==> config.mk <==
export PLATFORM = sky130hd
export DESIGN_NAME = turntable_step_sequencer
export DESIGN_NICKNAME = d
export VERILOG_FILES = /design/src/rtl/tss_pkg.sv /design/src/rtl/tss_regs.sv /design/src/rtl/tss_core.sv /design/src/rtl/turntable_step_sequencer.sv
export SDC_FILE = /design/constraint.sdc
export NUM_CORES = 1
export LEC_CHECK = 0
export ABC_AREA = 1
export BUFFER_PORTS_ARGS = -buffer_cell sky130_fd_sc_hd__buf_4
export CAP_MARGIN = 20
export CORE_UTILIZATION = 25
export DETAILED_ROUTE_END_ITERATION = 6
export PLACE_DENSITY = 0.48
export SETUP_SLACK_MARGIN = 0.02
export SYNTH_ARGS = -nofsm -noshare
export SYNTH_HDL_FRONTEND = slang
export SYNTH_SLANG_ARGS = --single-unit
==> constraint.sdc <==
create_clock -name aclk -period 3.8 [get_ports aclk]
set_clock_uncertainty 0.2 [all_clocks]
set_input_delay 0 -clock aclk [delete_from_list [all_inputs] [get_ports aclk]]
set_output_delay 0 -clock aclk [all_outputs]
set_load 0.01 [all_outputs]
==> src/rtl/tss_pkg.sv <==
// Types, codes and constants of the turntable step sequencer.
package tss_pkg;

    localparam int TIMER_BITS = 16;
    localparam int CMP_W      = (TIMER_BITS > 16) ? TIMER_BITS : 16;
    localparam logic [TIMER_BITS-1:0] TIMER_TOP = {TIMER_BITS{1'b1}};

    typedef enum logic [1:0] {
        KIND_TICK  = 2'd0,
        KIND_START = 2'd1,
        KIND_STOP  = 2'd2,
        KIND_READ  = 2'd3
    } kind_t;

    typedef enum logic [2:0] {
        PH_STOP   = 3'd0,
        PH_SETTLE = 3'd1,
        PH_PULSE  = 3'd2,
        PH_MOVE   = 3'd3,
        PH_ERR    = 3'd4
    } phase_t;

    typedef enum logic [1:0] {
        RES_NONE    = 2'd0,
        RES_DONE    = 2'd1,
        RES_CANCEL  = 2'd2,
        RES_TIMEOUT = 2'd3
    } result_t;

    // Register indexes, byte address is 4 * index
    localparam logic [2:0] REG_SETTLE    = 3'd0;
    localparam logic [2:0] REG_PULSE     = 3'd1;
    localparam logic [2:0] REG_TIMEOUT   = 3'd2;
    localparam logic [2:0] REG_PWM       = 3'd3;
    localparam logic [2:0] REG_EXT       = 3'd4;
    localparam logic [2:0] REG_POLARITY  = 3'd5;
    localparam logic [2:0] REG_OUTLEVELS = 3'd6;
    localparam logic [2:0] REG_SENSLOW   = 3'd7;

    typedef struct packed {
        logic [15:0] settle_ticks;
        logic [15:0] pulse_ticks;
        logic [15:0] timeout_ticks;
        logic [7:0]  pwm_speed;
        logic        counter_external;
        logic        polarity_inverted;
        logic [1:0]  output_levels;
        logic [1:0]  sensor_active_low;
    } cfg_t;

    typedef struct packed {
        kind_t kind;
        logic  direction;
        logic  lock_pin;
        logic  counter_pin;
    } item_t;

    typedef struct packed {
        phase_t                phase;
        logic [TIMER_BITS-1:0] elapsed;
        logic                  movement_seen;
        result_t               pending_result;
        logic                  turn_direction;
        logic                  motor_on;
        logic                  unlock_on;
        logic                  lamp_on;
        logic                  prev_lock;
        logic                  prev_counter;
        logic                  primed;
        logic                  lock_event;
        logic                  counter_event;
    } state_t;

    typedef struct packed {
        logic [7:0] motor_duty;
        logic       direction_relay;
        logic       unlock_relay;
        logic       polarity_relay;
        logic       arrived_lamp;
        logic [2:0] phase_code;
        logic       busy_res;
        logic       accepted;
        logic [1:0] step_result;
        logic       lock_edge_seen;
    } res_t;

endpackage

==> src/rtl/tss_regs.sv <==
// APB configuration registers of the turntable step sequencer.
module tss_regs import tss_pkg::*; (
    input  logic        aclk,
    input  logic        aresetn,
    input  logic        psel,
    input  logic        penable,
    input  logic        pwrite,
    input  logic [4:0]  paddr,
    input  logic [31:0] pwdata,
    output logic [31:0] prdata,
    output logic        pready,
    output cfg_t        cfg
);

    cfg_t       cfg_reg;
    logic       wr_en;
    logic [2:0] reg_idx;

    assign pready  = 1'b1;
    assign wr_en   = psel && penable && pwrite;
    assign reg_idx = paddr[4:2];
    assign cfg     = cfg_reg;

    always_ff @(posedge aclk) begin
        if (!aresetn) begin
            cfg_reg.settle_ticks      <= 16'd50;
            cfg_reg.pulse_ticks       <= 16'd200;
            cfg_reg.timeout_ticks     <= 16'd20000;
            cfg_reg.pwm_speed         <= 8'd255;
            cfg_reg.counter_external  <= 1'b0;
            cfg_reg.polarity_inverted <= 1'b0;
            cfg_reg.output_levels     <= 2'd3;
            cfg_reg.sensor_active_low <= 2'd3;
        end else if (wr_en) begin
            unique case (reg_idx)
                REG_SETTLE:    cfg_reg.settle_ticks      <= pwdata[15:0];
                REG_PULSE:     cfg_reg.pulse_ticks       <= pwdata[15:0];
                REG_TIMEOUT:   cfg_reg.timeout_ticks     <= pwdata[15:0];
                REG_PWM:       cfg_reg.pwm_speed         <= pwdata[7:0];
                REG_EXT:       cfg_reg.counter_external  <= pwdata[0];
                REG_POLARITY:  cfg_reg.polarity_inverted <= pwdata[0];
                REG_OUTLEVELS: cfg_reg.output_levels     <= pwdata[1:0];
                REG_SENSLOW:   cfg_reg.sensor_active_low <= pwdata[1:0];
                default: ;
            endcase
        end
    end

    always_comb begin
        unique case (reg_idx)
            REG_SETTLE:    prdata = {16'd0, cfg_reg.settle_ticks};
            REG_PULSE:     prdata = {16'd0, cfg_reg.pulse_ticks};
            REG_TIMEOUT:   prdata = {16'd0, cfg_reg.timeout_ticks};
            REG_PWM:       prdata = {24'd0, cfg_reg.pwm_speed};
            REG_EXT:       prdata = {31'd0, cfg_reg.counter_external};
            REG_POLARITY:  prdata = {31'd0, cfg_reg.polarity_inverted};
            REG_OUTLEVELS: prdata = {30'd0, cfg_reg.output_levels};
            REG_SENSLOW:   prdata = {30'd0, cfg_reg.sensor_active_low};
            default:       prdata = 32'd0;
        endcase
    end

endmodule

==> src/rtl/tss_core.sv <==
// Step state machine: sequencer state register and one-item update logic.
module tss_core import tss_pkg::*; (
    input  logic  aclk,
    input  logic  aresetn,
    input  logic  step_en,
    input  item_t item,
    input  cfg_t  cfg,
    output res_t  res
);

    state_t                state_reg;
    state_t                state_next;
    logic                  busy;
    logic                  locked;
    logic                  counted;
    logic                  moved;
    logic                  arrived;
    logic                  dir_high;
    logic [TIMER_BITS-1:0] el;
    logic [CMP_W-1:0]      el_cmp;
    logic                  acc;
    logic [1:0]            rd_res;
    logic                  rd_edge;

    assign busy = (state_reg.phase == PH_SETTLE) || (state_reg.phase == PH_PULSE)
               || (state_reg.phase == PH_MOVE);

    always_ff @(posedge aclk) begin
        if (!aresetn) begin
            state_reg.phase          <= PH_STOP;
            state_reg.elapsed        <= '0;
            state_reg.movement_seen  <= 1'b0;
            state_reg.pending_result <= RES_NONE;
            state_reg.turn_direction <= 1'b0;
            state_reg.motor_on       <= 1'b0;
            state_reg.unlock_on      <= 1'b0;
            state_reg.lamp_on        <= 1'b1;
            state_reg.prev_lock      <= 1'b0;
            state_reg.prev_counter   <= 1'b0;
            state_reg.primed         <= 1'b0;
            state_reg.lock_event     <= 1'b0;
            state_reg.counter_event  <= 1'b0;
        end else if (step_en) begin
            state_reg <= state_next;
        end
    end

    always_comb begin
        state_next = state_reg;
        acc        = 1'b0;
        rd_res     = 2'd0;
        rd_edge    = 1'b0;
        locked     = item.lock_pin ^ cfg.sensor_active_low[0];
        counted    = item.counter_pin ^ cfg.sensor_active_low[1];
        moved      = 1'b0;
        arrived    = 1'b0;
        el         = state_reg.elapsed;
        if (state_reg.elapsed != TIMER_TOP) begin
            el = state_reg.elapsed + 1'b1;
        end
        el_cmp = CMP_W'(el);

        case (item.kind)
            KIND_TICK: begin
                // first tick after reset only samples the pins
                if (state_reg.primed) begin
                    if (locked && !state_reg.prev_lock) state_next.lock_event = 1'b1;
                    if (counted && !state_reg.prev_counter) state_next.counter_event = 1'b1;
                end
                state_next.primed       = 1'b1;
                state_next.prev_lock    = locked;
                state_next.prev_counter = counted;
                state_next.elapsed      = el;

                unique case (state_reg.phase)
                    PH_SETTLE: begin
                        if (el_cmp >= CMP_W'(cfg.settle_ticks)) begin
                            state_next.motor_on  = 1'b1;
                            state_next.unlock_on = 1'b1;
                            state_next.elapsed   = '0;
                            state_next.phase     = PH_PULSE;
                        end
                    end
                    PH_PULSE: begin
                        if (el_cmp >= CMP_W'(cfg.pulse_ticks)) begin
                            state_next.unlock_on     = 1'b0;
                            state_next.elapsed       = '0;
                            state_next.movement_seen = 1'b0;
                            state_next.phase         = PH_MOVE;
                        end
                    end
                    PH_MOVE: begin
                        moved = state_reg.movement_seen || !locked;
                        state_next.movement_seen = moved;
                        if (moved) begin
                            if (cfg.counter_external) begin
                                // edge latched above in this same tick counts too
                                arrived = state_next.counter_event;
                                state_next.counter_event = 1'b0;
                            end else begin
                                arrived = locked;
                            end
                        end
                        if (arrived) begin
                            state_next.unlock_on      = 1'b0;
                            state_next.lamp_on        = 1'b1;
                            state_next.pending_result = RES_DONE;
                            state_next.phase          = PH_STOP;
                        end else if (el_cmp >= CMP_W'(cfg.timeout_ticks)) begin
                            state_next.motor_on       = 1'b0;
                            state_next.unlock_on      = 1'b0;
                            state_next.lamp_on        = 1'b1;
                            state_next.pending_result = RES_TIMEOUT;
                            state_next.phase          = PH_ERR;
                        end
                    end
                    default: ;
                endcase
            end
            KIND_START: begin
                if (!busy) begin
                    state_next.pending_result = RES_NONE;
                    state_next.movement_seen  = 1'b0;
                    state_next.lamp_on        = 1'b0;
                    state_next.turn_direction = item.direction;
                    state_next.elapsed        = '0;
                    state_next.phase          = PH_SETTLE;
                    acc                       = 1'b1;
                end
            end
            KIND_STOP: begin
                state_next.motor_on  = 1'b0;
                state_next.unlock_on = 1'b0;
                state_next.lamp_on   = 1'b1;
                if (busy) state_next.pending_result = RES_CANCEL;
                state_next.phase     = PH_STOP;
            end
            default: begin
                rd_res                    = state_reg.pending_result;
                state_next.pending_result = RES_NONE;
                rd_edge                   = state_reg.lock_event;
                state_next.lock_event     = 1'b0;
            end
        endcase
    end

    // result shows the state after the item
    assign dir_high = state_next.turn_direction ^ cfg.output_levels[1];

    always_comb begin
        res.motor_duty      = state_next.motor_on ? cfg.pwm_speed : 8'd0;
        res.direction_relay = ~(dir_high ^ cfg.output_levels[0]);
        res.unlock_relay    = ~(state_next.unlock_on ^ cfg.output_levels[0]);
        res.polarity_relay  = ~(cfg.polarity_inverted ^ cfg.output_levels[0]);
        res.arrived_lamp    = state_next.lamp_on;
        res.phase_code      = state_next.phase;
        res.busy_res        = (state_next.phase == PH_SETTLE)
                           || (state_next.phase == PH_PULSE)
                           || (state_next.phase == PH_MOVE);
        res.accepted        = acc;
        res.step_result     = rd_res;
        res.lock_edge_seen  = rd_edge;
    end

endmodule

==> src/rtl/turntable_step_sequencer.sv <==
// Top level of the turntable step sequencer.
// Usage:
//   Items enter on the s_ channel (valid/ready): kind selects a 1 ms tick
//   (with sampled lock and counter pins), a start step (with direction),
//   a stop, or a read of the pending step result.
//   Every item yields exactly one result on the m_ channel: relay pin
//   levels, motor duty, lamp, phase and busy flag after the item, plus
//   accepted (start), step_result and lock_edge_seen (read).
//   Path: the input register takes the item and feeds the step logic,
//   whose result is caught by the result register.
//   Throughput: one item per cycle while the receiver takes results; the
//   step logic between the two registers is a single pass, so it sets no
//   limit. When the receiver stalls, the result register holds; if the
//   input register is empty, one more item is taken in, then s_ready drops.
//   Reset (aresetn low, synchronous) empties both registers, stops the
//   step with the lamp on, and loads the register defaults. The first tick
//   after reset only samples the sensor pins.
//   The APB port (pready always high) writes the eight registers at
//   byte addresses 0x00..0x1C; write them only while the block is idle.
module turntable_step_sequencer import tss_pkg::*; (
    input  logic        aclk,
    input  logic        aresetn,
    input  logic        psel,
    input  logic        penable,
    input  logic        pwrite,
    input  logic [4:0]  paddr,
    input  logic [31:0] pwdata,
    output logic [31:0] prdata,
    output logic        pready,
    input  logic        s_valid,
    output logic        s_ready,
    input  logic [1:0]  s_kind,
    input  logic        s_direction,
    input  logic        s_lock_pin,
    input  logic        s_counter_pin,
    output logic        m_valid,
    input  logic        m_ready,
    output logic [7:0]  m_motor_duty,
    output logic        m_direction_relay,
    output logic        m_unlock_relay,
    output logic        m_polarity_relay,
    output logic        m_arrived_lamp,
    output logic [2:0]  m_phase_code,
    output logic        m_busy_res,
    output logic        m_accepted,
    output logic [1:0]  m_step_result,
    output logic        m_lock_edge_seen
);

    cfg_t  cfg;
    item_t in_item_reg;
    logic  in_valid_reg;
    res_t  out_res_reg;
    logic  out_valid_reg;
    res_t  step_res;
    logic  advance;

    tss_regs u_regs (
        .aclk    (aclk),
        .aresetn (aresetn),
        .psel    (psel),
        .penable (penable),
        .pwrite  (pwrite),
        .paddr   (paddr),
        .pwdata  (pwdata),
        .prdata  (prdata),
        .pready  (pready),
        .cfg     (cfg)
    );

    // result register free or being emptied this cycle
    assign advance = !out_valid_reg || m_ready;
    assign s_ready = !in_valid_reg || advance;

    always_ff @(posedge aclk) begin
        if (!aresetn) begin
            in_valid_reg <= 1'b0;
        end else if (s_ready) begin
            in_valid_reg <= s_valid;
        end
    end

    always_ff @(posedge aclk) begin
        if (s_ready && s_valid) begin
            in_item_reg.kind        <= kind_t'(s_kind);
            in_item_reg.direction   <= s_direction;
            in_item_reg.lock_pin    <= s_lock_pin;
            in_item_reg.counter_pin <= s_counter_pin;
        end
    end

    tss_core u_core (
        .aclk    (aclk),
        .aresetn (aresetn),
        .step_en (in_valid_reg && advance),
        .item    (in_item_reg),
        .cfg     (cfg),
        .res     (step_res)
    );

    always_ff @(posedge aclk) begin
        if (!aresetn) begin
            out_valid_reg <= 1'b0;
        end else if (advance) begin
            out_valid_reg <= in_valid_reg;
        end
    end

    always_ff @(posedge aclk) begin
        if (advance && in_valid_reg) begin
            out_res_reg <= step_res;
        end
    end

    assign m_valid           = out_valid_reg;
    assign m_motor_duty      = out_res_reg.motor_duty;
    assign m_direction_relay = out_res_reg.direction_relay;
    assign m_unlock_relay    = out_res_reg.unlock_relay;
    assign m_polarity_relay  = out_res_reg.polarity_relay;
    assign m_arrived_lamp    = out_res_reg.arrived_lamp;
    assign m_phase_code      = out_res_reg.phase_code;
    assign m_busy_res        = out_res_reg.busy_res;
    assign m_accepted        = out_res_reg.accepted;
    assign m_step_result     = out_res_reg.step_result;
    assign m_lock_edge_seen  = out_res_reg.lock_edge_seen;

endmodule

==> metrics.txt <==
unrepaired setup endpoints after global routing false; pwr/cell area 379 mW/mm^2; worst slew pin tran 0.844 ns; layout cell share with drive strength beyond 1 14.6%; dpl hpwl 13.5 mm; asr flop ratio synth 0%; vias in the first global route 5,839; Die Ht 167 um; GP Congestion 0.813; Pre-antenna DRT Iters 5; RR Endpoint m_unlock_relay; DR vias 6,064; Cell Count, Final, Fillers Out 1,362; Fillers 2,942; final slew viol count 0; GRT busiest layer met2; synth warn 0; met1 usage 18.2%; crit path DAT 3.41 ns; worst skew pair latency 0.43 ns; Fin. Hold Viols 0; largest net degree at the start of global routing 61; Yosys reg bits 120; Top FF cell, synth dfxtp_1; Rel. slew slack 43.6%; most frequent cell after synthesis nand2_1; achievable frequency 0.292 GHz; core area 0.0269 mm^2; clock-pin slew on the worst setup and hold paths 0.06 ns; Setup TNS Final 0 ns; status completed; synth top area cells dfxtp_1 28%, edfxtp_1 11%, nand2_1 10%, ha_1 9.7%, a21oi_1 7.2%; first-pass GRT wire length 30.0 mm; Starting Density 25.5%; area of the multi-input gates 0.00349 mm^2; crit end category register; met3 Resource Use GR 3.05%; peak supply drop 0.000206 V; Hold WS 0.0840 ns; ant diodes 0; R2R Path Start u_core.state_reg[12]; Power Total 3.26 mW; Routed Antenna Nets 0; EDFF count, synth 25; Buffers on Ports 68; post-DR wirelength/cell 13.6 um; DRC viols 0; worst slack at placement 0.153 ns; clock tree sinks 120; CTS tree done; final worst setup slack 0.374 ns; Iter 0 DRT Violations 374; sequential-to-total area share from yosys stat 38.8%; Clock Tree Buf Depth 2; Crit Path Class reg -> reg; max reg flops 62; Die W 167 um; row cnt 60; total I/O pin count 104; met2 global-route usage 21.8%; worst r2r path cells 19; largest area contributor in the synthesized netlist dfxtp_1; Hold Path Class in -> reg; Mapped Area 0.00684 mm^2; CP Max Fanout 4; Final setup violation count 0; max cap viols 0; area grow syn2layout 25.7%; final worst-path cycle share 90.2%; residual overflow from global routing 0; die area 0.0280 mm^2; post-synthesis cell count 906; Distinct cells, synth 43; worst reg-to-reg setup slack 0.37 ns; CTS Buf Count 17; area of all sequential standard cells 0.00265 mm^2; leakage 3.80 nW; Worst EP required 3.78 ns; CTS root buffer clkbuf_16; global router's overall resource usage 13.7%; Cell Count Post-Placement 1,294; CTS H-tree lvls 4; drt total wl 18.5 mm; startpoint types register; initial antenna violation count 0; critical path endpoint m_unlock_relay; top cells by count, synth 188 x nand2_1, 123 x inv_1, 99 x a21oi_1, 95 x dfxtp_1; # nets final 1,110; top cell type's share of synthesized area 27.8%; crit path from u_core.state_reg[12]; Avg Cell Area, Syn 7.55 um^2; fin crit period 3.43 ns; routed vias/inst 4.45
-- through the flow --
stage,utilization [%],instance area (um^2)
after global routing,32.0,8600
after CTS,31.9,8590
after global placement,28.4,7650
final,32.0,8600
after floorplan,-,6900
after detailed placement,28.4,7650
-- how the worst min path moves through the flow --
stage | startpoint | endpoint | slack [ns] | cells past startpoint
final | s_kind[0] | in_item_reg[3] | 0.08 | 2
after global routing | s_kind[0] | in_item_reg[3] | 0.08 | 2
after CTS | s_kind[0] | in_item_reg[3] | 0.07 | 2
after detailed placement | s_counter_pin | in_item_reg[0] | -0.02 | 1
after global placement | s_direction | in_item_reg[2] | -0.02 | 1
after floorplan | s_counter_pin | in_item_reg[0] | -0.10 | 0
-- cells in the final DEF, fill, tap and decap left out, types with 4 or more instances in the layout --
master         synthesis  routed
nand2_1              188     188
inv_1                123     122
a21oi_1               99      99
dfxtp_1               95      95
buf_4                 20      78
o21ai_0               61      61
nor2_1                61      60
ha_1                  53      52
dlygate4sd3_1          0      36
nand3_1               31      31
edfxtp_1              25      25
o211ai_1              19      19
conb_1                 2      17
clkbuf_16              0      17
nand4_1               11      11
nand2_2               11      11
xor2_1                10      10
nor3_1                 9       9
inv_2                  8       8
o221ai_1               8       8
o2111ai_1              5       5
a21oi_2                5       5
xnor2_1                4       4
clkinv_4               0       4
clkinvlp_4             0       4
clkinv_2               0       4
-- cell type report --
type	count	area share (%)
Clock inverter	15	1.79
Clock buffer	17	4.95
Timing Repair Buffer	114	11.0
Inverter	133	5.84
Tap cell	341	4.96
Sequential cell	120	30.8
Multi-Input combinational cell	622	40.6
-- report_power, final --
part / switching, mW / leakage [nW] / internal (mW)
Sequential: 0.0134 / 1.01 / 1.34
Combinational: 0.183 / 2.52 / 0.120
Clock: 0.641 / 0.275 / 0.963
-- logic make-up (layout without fill, tap and decap cells) --
family | count (synthesis) | in the layout | synth area share (%)
flip-flops | 120 | 120 | 38.8
XOR/XNOR | 14 | 14 | 1.79
adder cells (fa/ha/maj) | 53 | 53 | 9.69
AO/OA/AOI/OAI | 214 | 214 | 18.0
AND/OR/NAND/NOR | 324 | 324 | 20.5
other | 2 | 17 | 0.110
buffers and inverters | 179 | 279 | 11.2
-- repair_timing --
item | in CTS | in global routing
hold buffers | 36 | 0
hold endpoints to repair | 79 | 0
setup buffers | 0 | 0
gates resized for setup | 0 | 6
setup endpoints to repair | 0 | 27
-- worst max-delay path, stage by stage, from the launching register on --
cell,delay (ns)
dfxtp_1,0.33
ha_2,0.22
nand3_1,0.14
nor3_4,0.25
nand4_1,0.14
nor2_1,0.19
a21oi_1,0.14
ha_1,0.32
nand4_1,0.16
nor3_1,0.20
buf_4,0.16
nand2_1,0.12
nand3_1,0.12
nand3_1,0.08
nand2_1,0.06
nand2_1,0.04
nand2_1,0.12
nand2_1,0.06
nand2_1,0.05
nand2_1,0.05
-- metal layers --
layer  vias up  part of all wire, %
met5         -                    0
met4         0                  1.4
met3        20                  4.5
met2       117                   45
met1      2744                   49
li1       3183                    -
Note: power is estimated with default switching activity, not from simulation.
